==> src/design/mkec_pkg.sv <==
// ----------------------------------------------------------------------------
// mkec_pkg
// Shared types, codes and multi-tap letter tables for the keypad entry
// controller.
// ----------------------------------------------------------------------------
`default_nettype none

package mkec_pkg;

    typedef enum logic [2:0] {
        CMD_NONE   = 3'd0,
        CMD_BACK   = 3'd1,
        CMD_NEXT   = 3'd2,
        CMD_PREV   = 3'd3,
        CMD_COMMIT = 3'd4,
        CMD_ACTION = 3'd5,
        CMD_CLEAR  = 3'd6,
        CMD_PRESS  = 3'd7
    } t_cmd;

    typedef enum logic [1:0] {
        MODE_PUT   = 2'd0,
        MODE_GET   = 2'd1,
        MODE_MERGE = 2'd2
    } t_mode;

    typedef enum logic [2:0] {
        LED_L1_ON   = 3'd0,
        LED_L5_ON   = 3'd1,
        LED_OFF     = 3'd2,
        LED_L34_TGL = 3'd3,
        LED_L78_TGL = 3'd4
    } t_led;

    typedef enum logic [2:0] {
        REQ_NONE   = 3'd0,
        REQ_COMMIT = 3'd1,
        REQ_LOOKUP = 3'd2,
        REQ_MERGE  = 3'd3,
        REQ_ERROR  = 3'd4,
        REQ_TERM   = 3'd5
    } t_req;

    typedef struct packed {
        logic [2:0] cmd;
        logic [3:0] sw_digit;
        logic       merge_allowed;
    } t_evt;

    typedef struct packed {
        logic [1:0]  mode;
        logic [2:0]  led_code;
        logic [15:0] key_digits;
        logic        val_write_valid;
        logic [3:0]  val_write_pos;
        logic [6:0]  val_write_char;
        logic        entry_is_key;
        logic        english_on;
        logic        entries_cleared;
        logic [2:0]  request;
    } t_res;

    // control from the top level into the value ring
    typedef struct packed {
        logic       clear;
        logic       push;
        logic       english;
        logic [3:0] digit;
    } t_val_ctrl;

    // value character write reported back by the value ring
    typedef struct packed {
        logic       valid;
        logic [3:0] pos;
        logic [6:0] ch;
    } t_val_wr;

    typedef struct packed {
        logic       hit;
        logic [6:0] ch;
    } t_mt;

    localparam logic [6:0] CHAR_ZERO = 7'h30;

    // letter sets for keys 2..9, padded with zero
    localparam logic [6:0] LETTERS [8][4] = '{
        '{7'h41, 7'h42, 7'h43, 7'h00},
        '{7'h44, 7'h45, 7'h46, 7'h00},
        '{7'h47, 7'h48, 7'h49, 7'h00},
        '{7'h4A, 7'h4B, 7'h4C, 7'h00},
        '{7'h4D, 7'h4E, 7'h4F, 7'h00},
        '{7'h50, 7'h51, 7'h52, 7'h53},
        '{7'h54, 7'h55, 7'h56, 7'h00},
        '{7'h57, 7'h58, 7'h59, 7'h5A}
    };

    localparam logic [2:0] LET_LEN [8] = '{
        3'd3, 3'd3, 3'd3, 3'd3, 3'd3, 3'd4, 3'd3, 3'd4
    };

    function automatic logic [2:0] set_index(input logic [3:0] d);
        logic [3:0] t;
        t = d - 4'd2;
        return t[2:0];
    endfunction

    function automatic logic [6:0] first_letter(input logic [3:0] d);
        return LETTERS[set_index(d)][0];
    endfunction

    // find prev in the key's set and return the letter after it, wrapping
    function automatic t_mt mt_next(input logic [3:0] d, input logic [6:0] prev);
        t_mt        r;
        logic [2:0] idx;
        idx  = set_index(d);
        r.hit = 1'b0;
        r.ch  = LETTERS[idx][0];
        for (int i = 0; i < 4; i++) begin
            if (3'(i) < LET_LEN[idx] && LETTERS[idx][i] == prev) begin
                r.hit = 1'b1;
                if (3'(i + 1) < LET_LEN[idx]) begin
                    r.ch = LETTERS[idx][(i + 1) % 4];
                end else begin
                    r.ch = LETTERS[idx][0];
                end
            end
        end
        return r;
    endfunction

    function automatic t_led led_on_mode(input t_mode m);
        t_led l;
        unique case (m)
            MODE_PUT:   l = LED_L1_ON;
            MODE_GET:   l = LED_L5_ON;
            MODE_MERGE: l = LED_OFF;
            default:    l = LED_OFF;
        endcase
        return l;
    endfunction

endpackage

`default_nettype wire

==> src/design/mkec_if.sv <==
// ----------------------------------------------------------------------------
// mkec_if
// Valid/ready channels for keypad events and controller results.
// ----------------------------------------------------------------------------
`default_nettype none

interface mkec_evt_if;
    logic             valid;
    logic             ready;
    mkec_pkg::t_evt   data;

    modport source (output valid, output data, input ready);
    modport sink   (input valid, input data, output ready);
endinterface

interface mkec_res_if;
    logic             valid;
    logic             ready;
    mkec_pkg::t_res   data;

    modport source (output valid, output data, input ready);
    modport sink   (input valid, input data, output ready);
endinterface

`default_nettype wire

==> src/design/mkec_val_ring.sv <==
// ----------------------------------------------------------------------------
// mkec_val_ring
// Value ring write pointer with multi-tap letter stepping. Only the first
// character and the most recently written one are ever read back, so those
// two are kept instead of the whole ring.
// ----------------------------------------------------------------------------
`default_nettype none

module mkec_val_ring #(
    parameter int VAL_LEN = 16
) (
    input  wire logic                 i_clk,
    input  wire logic                 i_rst_n,
    input  wire mkec_pkg::t_val_ctrl  i_ctrl,
    output mkec_pkg::t_val_wr         o_wr,
    output logic                      o_val0_nz
);
    import mkec_pkg::*;

    localparam int VP_W = $clog2(VAL_LEN);
    localparam logic [VP_W-1:0] LAST_POS = VP_W'(VAL_LEN - 1);

    logic [VP_W-1:0] r_pos;
    logic [6:0]      r_val0;
    logic [6:0]      r_last;

    logic [VP_W-1:0] prev_pos;
    logic [VP_W-1:0] wr_pos;
    logic [VP_W-1:0] n_pos;
    logic [31:0]     pos_ext;
    logic [6:0]      ch;
    logic            wr_ok;
    t_mt             mt;

    always_comb begin
        prev_pos = (r_pos == '0) ? LAST_POS : r_pos - 1'b1;
        mt       = mt_next(i_ctrl.digit, r_last);
        wr_ok    = i_ctrl.push && i_ctrl.digit >= 4'd2 && i_ctrl.digit <= 4'd9;
        wr_pos   = r_pos;
        ch       = CHAR_ZERO + {3'b000, i_ctrl.digit};
        if (i_ctrl.english) begin
            ch = first_letter(i_ctrl.digit);
            // a repeated press rewrites the previous character
            if (r_val0 != '0 && mt.hit) begin
                ch     = mt.ch;
                wr_pos = prev_pos;
            end
        end
        n_pos   = (wr_pos == LAST_POS) ? '0 : wr_pos + 1'b1;
        pos_ext = 32'(wr_pos);

        o_wr.valid = wr_ok;
        o_wr.pos   = wr_ok ? pos_ext[3:0] : 4'd0;
        o_wr.ch    = wr_ok ? ch : 7'd0;
        o_val0_nz  = (r_val0 != '0);
    end

    always_ff @(posedge i_clk) begin
        if (!i_rst_n || i_ctrl.clear) begin
            r_pos  <= '0;
            r_val0 <= '0;
            r_last <= '0;
        end else if (wr_ok) begin
            r_pos  <= n_pos;
            r_last <= ch;
            if (wr_pos == '0) begin
                r_val0 <= ch;
            end
        end
    end

endmodule

`default_nettype wire

==> src/design/multitap_keypad_entry_controller_top.sv <==
// An accepted event's result appears in the output register in the cycle after it is accepted.
// Throughput: one event per cycle while results are taken; the output register frees in the cycle it transfers.
// Each event's state update is a single compare-and-write pass before that register.
// Reset (synchronous, active low): put mode, LED1 on, key entry, English off,
// key and value rings cleared, no result pending.
// ----------------------------------------------------------------------------
// multitap_keypad_entry_controller_top
// Keypad event controller: mode, LED action, key digit ring and multi-tap
// value entry, with commit, lookup, merge, error and terminate requests.
// ----------------------------------------------------------------------------
`default_nettype none

module multitap_keypad_entry_controller_top #(
    parameter int KEY_DIGITS = 4,
    parameter int VAL_LEN    = 16
) (
    input  wire logic       i_clk,
    input  wire logic       i_rst_n,
    mkec_evt_if.sink        i_evt,
    mkec_res_if.source      o_res
);
    import mkec_pkg::*;

    localparam int KP_W = (KEY_DIGITS > 1) ? $clog2(KEY_DIGITS) : 1;
    localparam logic [KP_W-1:0] KEY_LAST = KP_W'(KEY_DIGITS - 1);

    t_mode           r_mode, n_mode;
    t_led            r_led, n_led;
    logic            r_key_entry, n_key_entry;
    logic            r_english, n_english;
    logic [3:0]      r_key [KEY_DIGITS];
    logic [3:0]      n_key [KEY_DIGITS];
    logic [KP_W-1:0] r_key_pos, n_key_pos;
    t_res            r_res;
    logic            r_res_valid;

    logic            accept;
    logic            settle;
    logic            key_clr;
    logic            key_push;
    logic            val_clr;
    logic            val_push;
    logic            cleared;
    t_req            req;
    t_cmd            cmd;
    logic [3:0]      dig;
    logic [15:0]     packed_keys;
    t_val_ctrl       val_ctrl;
    t_val_wr         val_wr;
    logic            val0_nz;

    assign i_evt.ready = !r_res_valid || o_res.ready;
    assign accept      = i_evt.valid && i_evt.ready;
    assign cmd         = t_cmd'(i_evt.data.cmd);
    assign dig         = i_evt.data.sw_digit;

    always_comb begin
        n_mode      = r_mode;
        n_led       = r_led;
        n_key_entry = r_key_entry;
        n_english   = r_english;
        settle      = 1'b0;
        key_clr     = 1'b0;
        key_push    = 1'b0;
        val_clr     = 1'b0;
        val_push    = 1'b0;
        cleared     = 1'b0;
        req         = REQ_NONE;

        unique case (cmd)
            CMD_NONE: ;
            CMD_BACK: req = REQ_TERM;
            CMD_NEXT: begin
                unique case (r_mode)
                    MODE_PUT: n_mode = MODE_GET;
                    MODE_GET: n_mode = MODE_MERGE;
                    default:  n_mode = MODE_PUT;
                endcase
                settle = 1'b1;
            end
            CMD_PREV: begin
                unique case (r_mode)
                    MODE_PUT: n_mode = MODE_MERGE;
                    MODE_GET: n_mode = MODE_PUT;
                    default:  n_mode = MODE_GET;
                endcase
                settle = 1'b1;
            end
            CMD_COMMIT: begin
                if (r_mode == MODE_PUT) begin
                    req    = (r_key[0] != 4'd0 && val0_nz) ? REQ_COMMIT : REQ_ERROR;
                    settle = 1'b1;
                end
            end
            CMD_ACTION: begin
                unique case (r_mode)
                    MODE_PUT: begin
                        // swap the entry LED along with the entry target
                        if (r_led == LED_L34_TGL) begin
                            n_led = LED_L78_TGL;
                        end else if (r_led == LED_L78_TGL) begin
                            n_led = LED_L34_TGL;
                        end
                        n_key_entry = !r_key_entry;
                    end
                    MODE_GET: begin
                        req    = (r_key[0] != 4'd0) ? REQ_LOOKUP : REQ_ERROR;
                        settle = 1'b1;
                    end
                    default: begin
                        req    = i_evt.data.merge_allowed ? REQ_MERGE : REQ_ERROR;
                        settle = 1'b1;
                    end
                endcase
            end
            CMD_CLEAR: begin
                if (r_mode == MODE_PUT) begin
                    key_clr = r_key_entry;
                    val_clr = !r_key_entry;
                    cleared = 1'b1;
                end
            end
            CMD_PRESS: begin
                if (dig == 4'd1 && r_mode == MODE_PUT && !r_key_entry) begin
                    n_english = !r_english;
                end else if (dig >= 4'd1 && dig <= 4'd9) begin
                    if (r_mode == MODE_PUT) begin
                        n_led    = r_key_entry ? LED_L34_TGL : LED_L78_TGL;
                        key_push = r_key_entry;
                        val_push = !r_key_entry;
                    end else if (r_mode == MODE_GET) begin
                        n_led    = LED_L34_TGL;
                        key_push = 1'b1;
                    end
                end
            end
            default: ;
        endcase

        if (settle) begin
            n_led       = led_on_mode(n_mode);
            n_english   = 1'b0;
            n_key_entry = 1'b1;
            key_clr     = 1'b1;
            val_clr     = 1'b1;
            cleared     = 1'b1;
        end

        n_key     = r_key;
        n_key_pos = r_key_pos;
        if (key_clr) begin
            for (int i = 0; i < KEY_DIGITS; i++) begin
                n_key[i] = 4'd0;
            end
            n_key_pos = '0;
        end else if (key_push) begin
            n_key[r_key_pos] = dig;
            n_key_pos        = (r_key_pos == KEY_LAST) ? '0 : r_key_pos + 1'b1;
        end

        val_ctrl.clear   = accept && val_clr;
        val_ctrl.push    = accept && val_push;
        val_ctrl.english = r_english;
        val_ctrl.digit   = dig;
    end

    // only the first four digits are visible on the result
    for (genvar g = 0; g < 4; g++) begin : g_pack
        if (g < KEY_DIGITS) begin : g_dig
            assign packed_keys[4*g +: 4] = n_key[g];
        end else begin : g_pad
            assign packed_keys[4*g +: 4] = 4'd0;
        end
    end

    mkec_val_ring #(
        .VAL_LEN (VAL_LEN)
    ) u_val_ring (
        .i_clk     (i_clk),
        .i_rst_n   (i_rst_n),
        .i_ctrl    (val_ctrl),
        .o_wr      (val_wr),
        .o_val0_nz (val0_nz)
    );

    always_ff @(posedge i_clk) begin
        if (!i_rst_n) begin
            r_mode      <= MODE_PUT;
            r_led       <= LED_L1_ON;
            r_key_entry <= 1'b1;
            r_english   <= 1'b0;
            r_key_pos   <= '0;
            for (int i = 0; i < KEY_DIGITS; i++) begin
                r_key[i] <= 4'd0;
            end
        end else if (accept) begin
            r_mode      <= n_mode;
            r_led       <= n_led;
            r_key_entry <= n_key_entry;
            r_english   <= n_english;
            r_key_pos   <= n_key_pos;
            r_key       <= n_key;
        end
    end

    always_ff @(posedge i_clk) begin
        if (!i_rst_n) begin
            r_res_valid <= 1'b0;
        end else if (accept) begin
            r_res_valid <= 1'b1;
        end else if (o_res.ready) begin
            r_res_valid <= 1'b0;
        end
    end

    always_ff @(posedge i_clk) begin
        if (accept) begin
            r_res.mode            <= n_mode;
            r_res.led_code        <= n_led;
            r_res.key_digits      <= packed_keys;
            r_res.val_write_valid <= val_wr.valid;
            r_res.val_write_pos   <= val_wr.pos;
            r_res.val_write_char  <= val_wr.ch;
            r_res.entry_is_key    <= n_key_entry;
            r_res.english_on      <= n_english;
            r_res.entries_cleared <= cleared;
            r_res.request         <= req;
        end
    end

    assign o_res.valid = r_res_valid;
    assign o_res.data  = r_res;

    a_commit_clears: assert property (@(posedge i_clk) disable iff (!i_rst_n)
        r_res_valid && r_res.request == REQ_COMMIT
        |-> r_res.mode == MODE_PUT && r_res.entries_cleared && r_res.entry_is_key)
        else $error("commit result without put-mode reset");

    a_term_no_write: assert property (@(posedge i_clk) disable iff (!i_rst_n)
        r_res_valid && r_res.request == REQ_TERM
        |-> !r_res.entries_cleared && !r_res.val_write_valid)
        else $error("terminate request changed entries");

    a_digit_char: assert property (@(posedge i_clk) disable iff (!i_rst_n)
        r_res_valid && r_res.val_write_valid && !r_res.english_on
        |-> r_res.val_write_char >= 7'h32 && r_res.val_write_char <= 7'h39)
        else $error("numeric value character out of range");

    a_idle_event: assert property (@(posedge i_clk) disable iff (!i_rst_n)
        accept && cmd == CMD_NONE
        |=> $stable(r_mode) && $stable(r_key_pos) && $stable(r_english))
        else $error("empty event changed state");

endmodule

`default_nettype wire
==> src/flat_wrapper.sv <==
// flat-port wrapper written by rule: the top's interface ports become plain ports
module multitap_keypad_entry_controller_top_flat import mkec_pkg::*;
#(
    parameter int KEY_DIGITS = 4,
    parameter int VAL_LEN    = 16
)
  (i_clk, i_rst_n, i_evt_valid, i_evt_data, i_evt_ready, o_res_valid, o_res_data, o_res_ready);
  mkec_evt_if i_evt_i ();
  mkec_res_if o_res_i ();
  input  wire logic i_clk;
  input  wire logic i_rst_n;
  input wire logic [$bits(i_evt_i.valid)-1:0] i_evt_valid;
  input wire logic [$bits(i_evt_i.data)-1:0] i_evt_data;
  output wire logic [$bits(i_evt_i.ready)-1:0] i_evt_ready;
  output wire logic [$bits(o_res_i.valid)-1:0] o_res_valid;
  output wire logic [$bits(o_res_i.data)-1:0] o_res_data;
  input wire logic [$bits(o_res_i.ready)-1:0] o_res_ready;
  assign i_evt_i.valid = i_evt_valid;
  assign i_evt_i.data = i_evt_data;
  assign i_evt_ready = i_evt_i.ready;
  assign o_res_valid = o_res_i.valid;
  assign o_res_data = o_res_i.data;
  assign o_res_i.ready = o_res_ready;
  multitap_keypad_entry_controller_top #(.KEY_DIGITS(KEY_DIGITS), .VAL_LEN(VAL_LEN)) u_core (.i_clk(i_clk), .i_rst_n(i_rst_n), .i_evt(i_evt_i), .o_res(o_res_i));
endmodule
==> config.mk <==
export PLATFORM = sky130hd
export DESIGN_NAME = multitap_keypad_entry_controller_top_flat
export DESIGN_NICKNAME = d
export VERILOG_FILES = /design/src/design/mkec_pkg.sv /design/src/design/mkec_if.sv /design/src/design/mkec_val_ring.sv /design/src/design/multitap_keypad_entry_controller_top.sv /design/src/flat_wrapper.sv
export SDC_FILE = /design/constraint.sdc
export NUM_CORES = 1
export LEC_CHECK = 0
export BUFFER_PORTS_ARGS = -buffer_cell sky130_fd_sc_hd__buf_2
export CAP_MARGIN = 40
export CORE_MARGIN = 3
export CORE_UTILIZATION = 60
export CTS_CLUSTER_DIAMETER = 40
export DETAILED_ROUTE_END_ITERATION = 8
export HOLD_SLACK_MARGIN = 0.05
export PLACE_DENSITY = 0.79
export SLEW_MARGIN = 10
export SYNTH_ARGS = -nofsm -noshare
export SYNTH_HDL_FRONTEND = slang
export SYNTH_SLANG_ARGS = --single-unit
==> constraint.sdc <==
create_clock -name i_clk -period 11.82 [get_ports i_clk]
set_clock_uncertainty 0.15 [all_clocks]
set_input_delay 2.364 -clock i_clk [delete_from_list [all_inputs] [get_ports i_clk]]
set_output_delay 2.364 -clock i_clk [all_outputs]
set_load 0.05 [all_outputs]
* Word level (Yosys, flattened, before mapping) *
Memory sizes are Yosys's and may differ from the RTL's.
Index checks and enable logic that the tools add are counted.
W data, S select, Z words.

cells by class
  $lt $le $gt $ge = 10
  add/sub/neg operators = 5
  muxes and demuxes = 71
  reductions and logical operators = 32
  bitwise gates (word level) = 2
  eq/ne operators = 18

operator list
  cell                   number
  $mux W28               2
  $mux W3                15
  $mux W7                5
  $mux W16               2
  $mux W8                4
  $eq A7 B7 Y1           4
  $mux W1                25
  $mux W4                5
  $bwmux W16             1
  $pmux W2 S2            4
  $eq A3 B3 Y1 const B   5
  $logic_and A1 B1 Y1    15
  $pmux W3 S2            2
  $eq A3 B2 Y1 const B   3
  $pmux W3 S3            1
  $demux W4 S2           1
  $logic_not A4 Y1       2
  $add A6 B4 Y7 const A  1
  $reduce_bool A7 Y1     1
  $lt A1 B3 Y1 const A   2
  $lt A2 B3 Y1 const A   2
  $mux W2                3
  $add A4 B1 Y4 const B  1
  $eq A2 B1 Y1 const B   2
  23 further kinds       30

word-level totals
  output and inout bits = 41
  register bits after elaboration = 83
  memories kept = 2
  bits in read-only memories = 248
  word-level logic and storage cells = 163
  input bits = 12

memories
  memory            words  bits a word  read ports  clocked after Yosys merged registers in  write ports  RTL line         RTL
  (name not given)  8      28           1           0                                        0            mkec_pkg.sv:108  return LETTERS[set_index(d)][0];
  (name not given)  8      3            1           0                                        0            mkec_pkg.sv:121  if (3'(i + 1) < LET_LEN[idx]) begin

* Longest topological paths before layout *
  depth after elaboration = 16
  mapped depth = 18
  mapped depth without buffers = 17

* Cells and area by module *
From an unflattened synthesis, not the netlist that was laid out.

second synthesis, totals
  cells, all modules = 629
  area total of the unflattened synthesis = 5452.7 um^2

modules (own cells, without submodules)
  module                                times used  seq. area each (um^2)  area each (um^2)  cells an instance
  multitap_keypad_entry_controller_top  1           1691.6                 3434.5            358
  mkec_val_ring                         1           360.3                  2018.2            271

* Worst setup path after synthesis *
No wires, ideal clock.

  path type = input to register
  from = input i_evt_data[3]
  to = register u_core.u_val_ring.r_val0[2]
  data required time = 11.600 ns
  arrival time = 5.258 ns
  cell stages on the path = 16
  library setup time = 0.070 ns
  setup slack = 6.341 ns
  buffers on the path = 1
  cell sequence = buf_4 > xor2_2 > inv_2 > ha_1 > nand2b_1 > nand3b_1 > nor3_2 > nand4b_4 > o22ai_4 > o21ai_2 > a21oi_1 > ha_1 > and2_1 > o21ai_1 > or4_1 > a21oi_1

between the ends
  word-level cells in the longest chain between the ends = 16
  elaborated cells between the ends (all ways) = 48
  classes of those cells = add/sub: 2; order compare: 7; eq/ne: 5; mux: 18; bitwise: 1; reduce/logical: 13; memory: 2

ends and longest elaborated chain
  what                                                                            RTL line                          RTL
  start, declared                                                                 flat_wrapper.sv:13                input wire logic [$bits(i_evt_i.data)-1:0] i_evt_data;
  $sub A3 B2 Y3                                                                   mkec_pkg.sv:103                   t = d - 4'd2;
  $not A3 Y4 (implied by the code)                                                n/a
  $mem_v2 Z8 W3 / $mem_v2 Z8 W28 (equally long branches)                          n/a
  $mux W3 (implied by the code) / $mux W28 (equally long branches) (2 in series)  mkec_pkg.sv:121, mkec_pkg.sv:108
  $lt A1 B3 Y1 / $eq A7 B7 Y1 (equally long branches)                             mkec_pkg.sv:119                   if (3'(i) < LET_LEN[idx] && LETTERS[idx][i] == prev) begin
  $logic_and A1 B1 Y1                                                             mkec_pkg.sv:119
  $mux W8 (4 in series)                                                           mkec_pkg.sv:119
  $logic_and A1 B1 Y1                                                             mkec_val_ring.sv:44               if (r_val0 != '0 && mt.hit) begin
  $mux W4                                                                         mkec_val_ring.sv:44
  $mux W4                                                                         mkec_val_ring.sv:41               if (i_ctrl.english) begin
  $logic_not A4 Y1                                                                mkec_val_ring.sv:66               if (wr_pos == '0) begin
  $reduce_and A2 Y1 (no line)                                                     n/a
  end signal, assigned                                                            mkec_val_ring.sv:67               r_val0 <= ch;
  end, declared                                                                   mkec_val_ring.sv:24               logic [6:0] r_val0;

Parallel ways exist; a longest one is shown, timed or not. The select of a mux whose other input is x is not followed.
A chain may end at the register's enable or synchronous reset.

* Worst setup path in the final report *
  from = input i_evt_data[2]
  to = register u_core.u_val_ring.r_val0[2]

Same word-level chain as after synthesis.

==> flow_metrics.py <==
metrics = {
    "global_routing": {
        "grt_max_degree": 43,
        "antenna_found_initial": 0,
        "grt.overflow.total": 0,
        "first_global_vias": 3964,
        "grt_pass1_wl_um": 18800,
        "grt_usage_pct": 25.89,
    },
    "setup_path": {
        "cp_max_fo": 18,
        "cp-start-kind": "input pin",
        "timing.rr.end": "u_core.u_val_ring.r_val0[2]",
        "reg2reg_depth": 12,
        "required_ps": 11960,
        "cp_num_buf_inv": 2,
        "r2r_slack_ps": 8410,
        "max_stage_delay_ps": 550,
        "critPathTopFamily": "simple AND/OR/NAND/NOR gates",
        "slowest_stage": "xor2_2",
        "cp-end-kind": "register",
        "startpoint": "i_evt_data[2]",
        "worstSetupPathType": "input pin to register",
        "crit_cells": 16,
        "crit_chain": "buf_2 > xor2_2 > inv_2 > ha_1 > nand2b_1 > nand3b_1 > nor4_1 > nand3_1 > o21ai_0 > o21ai_2 > a21oi_1 > ha_1 > and2_1 > o21ai_1 > or4_1 > a21oi_1",
        "worstReg2RegStart": "u_core.u_val_ring.r_last[3]",
        "arrival_ps": 6220,
    },
    "logic_synthesis": {
        "syn_area_um2": 4858,
        "synth_edf_count": 39,
        "synth.avg_cell_area_um2": 8.539,
        "ys_ff_latch": 83,
        "ys_seq_area_share_pct": 42.24,
        "async_flop_share_pct": 0,
        "synth_top_flop_cell": "dfxtp_1",
        "synthCells": 569,
        "synth_nets": 600,
        "ys_types": 75,
        "yosys_warnings": 0,
    },
    "power": {
        "power_density_nw_per_um2": 118.2,
        "power_w": 0.0006347,
        "p_leak_nw": 2.048,
        "peakVddDrop_uv": 82.01,
    },
    "clocking": {
        "cts_resized": 0,
        "cts_inserted_buffers": 9,
        "cts_root_buf": "clkbuf_8",
        "cts_tree": "done",
        "clk_latency_ps": 360,
        "cts_hold_buffers": 0,
        "path_clk_slew_ps": 80,
        "htreeDepth": 3,
        "clock_path_buffers": 2,
        "clkSinkCount": 83,
        "post-cts-setup-buffer-count": 0,
    },
    "die": {
        "io_pins": 53,
        "dieArea_um2": 9213,
        "rows": 32,
        "die_w_um": 95.99,
        "coreArea_um2": 7807,
        "die_h_um": 95.99,
        "start_util_pct": 62.23,
    },
    "sta": {
        "finalHoldViolations": 0,
        "timing.hold.ws_ps": 313.6,
        "min_period_over_period_pct": 51.44,
        "worstMarginPinSlew_ps": 647.6,
        "slew-limit-headroom_pct": 56.83,
        "maxSlewViolCount": 0,
        "rsz0062_at_grt": "false",
        "period_needed_ps": 6080,
        "final-setup-viol-count": 0,
        "clock.fmax_mhz": 164.5,
        "fin_setup_tns_ps": 0,
    },
    "hold_path": {
        "hold_path_depth": 2,
        "hp-start": "u_core.r_key[11]",
        "hold_class": "register to register",
        "whs_endpoint": "u_core.r_key[11]",
    },
    "layout": {
        "areaGrowthSynthToFinish_pct": 10.53,
        "drive_gt1_share_pct": 15.85,
        "layout_common_cells": "nand2_1 (92), a21oi_1 (68), buf_2 (52)",
        "utilization_pct": 68.78,
        "nNetsFinal": 638,
        "diodes": 0,
        "layout_commonest_cell": "nand2_1",
    },
    "placed_design": {
        "gp_congestion": 0.9475,
        "dp_hpwl_um": 8192,
        "portBuffers": 52,
    },
    "outcome": {
        "outcome": "finished, final reports clean",
    },
    "routing": {
        "wire_per_inst_um": 16.35,
        "viasPerCell": 6.080,
        "first_pass_iters": 5,
        "vias": 4341,
        "first_iter_violations": 361,
        "ant_nets": 0,
        "drc": 0,
        "routed_wl_um": 11670,
    },
    "flow_run": {
        "max_cap_viol_count": 0,
    },
}
## cell usage after synthesis (all sizes together) (7+ instances only)
cell | n | area [um2]
nor2 | 52 | 197.7
nand3 | 29 | 145.1
nor3 | 8 | 45.04
ha | 19 | 237.7
a211oi | 7 | 52.55
nand2 | 92 | 345.3
inv | 30 | 112.6
dfxtp | 44 | 880.8
xnor2 | 7 | 68.82
o21ai | 31 | 162.7
edfxtp | 39 | 1171
a21oi | 69 | 349.1
clkbuf | 24 | 90.09
## report_power, final
group	switching (W)	internal, W	leakage [nW]	total (W)
registers	0.00000436	0.000310	0.747	0.000314
clock network	0.000109	0.000105	0.104	0.000215
logic	0.0000784	0.0000276	1.20	0.000106
## state kept, by name, indices dropped and copies added (netlist names)
register	flops
u_core.r_led	3
u_core.r_key_entry	1
u_core.u_val_ring.r_last	7
u_core.o_res.valid	1
u_core.u_val_ring.r_pos	4
u_core.u_val_ring.r_val0	7
u_core.r_mode	2
u_core.r_english	1
u_core.o_res.data	39
u_core.r_key_pos	2
u_core.r_key	16
## area by class of cell
| cell class | instances | area (um2) |
|---|---|---|
| clock buffer | 10 | 137.6 |
| clock inverter | 6 | 68.82 |
| fill | 632 | 2437 |
| inverter | 31 | 116.4 |
| multi-input combinational | 425 | 2566 |
| sequential | 83 | 2052 |
| tap | 102 | 127.6 |
| timing repair buffer | 57 | 301.5 |
## per-layer routing
layer / global-route usage, % / vias to the layer above / part of all wire, %
li1: - / 2115 / -
met1: 34.75 / 2019 / 43
met2: 41.63 / 184 / 47
met3: 5.238 / 23 / 7.8
met4: 8.649 / 0 / 1.5
met5: 0 / - / 0
## worst max-delay path by stage
stage	endpoint	slack (ps)
2_1_floorplan	u_core.u_val_ring.r_val0[2]	6340
3_3_place_gp	u_core.u_val_ring.r_val0[2]	5650
3_5_place_dp	u_core.u_val_ring.r_val0[2]	5440
4_1_cts	u_core.u_val_ring.r_val0[2]	5810
5_1_grt	u_core.u_val_ring.r_val0[2]	5380
6_report	u_core.u_val_ring.r_val0[2]	5740
## kinds of logic after synthesis
logic type	share of synthesized area, %
multiplexers	1.803
AND/OR/NAND/NOR	21.30
flip-flops	42.24
adder cells (fa/ha/maj)	5.099
buffers and inverters	5.048
XOR/XNOR	2.292
AO/OA/AOI/OAI	22.23
## metrics by stage
stage	instance area (um2)	setup slack (ps)	instances
after floorplan	4858	6341	569
after global placement	5152	5649	697
after detailed placement	5164	5438	698
after CTS	5370	5806	714
after global routing	5370	5377	714
final	5370	5740	714
## worst min-delay path, stage by stage, from the launching register on
cell and delay, ps:
dfxtp_1 320, nand2_1 50, a21oi_1 50
Note: power is estimated with default switching activity, not from simulation.
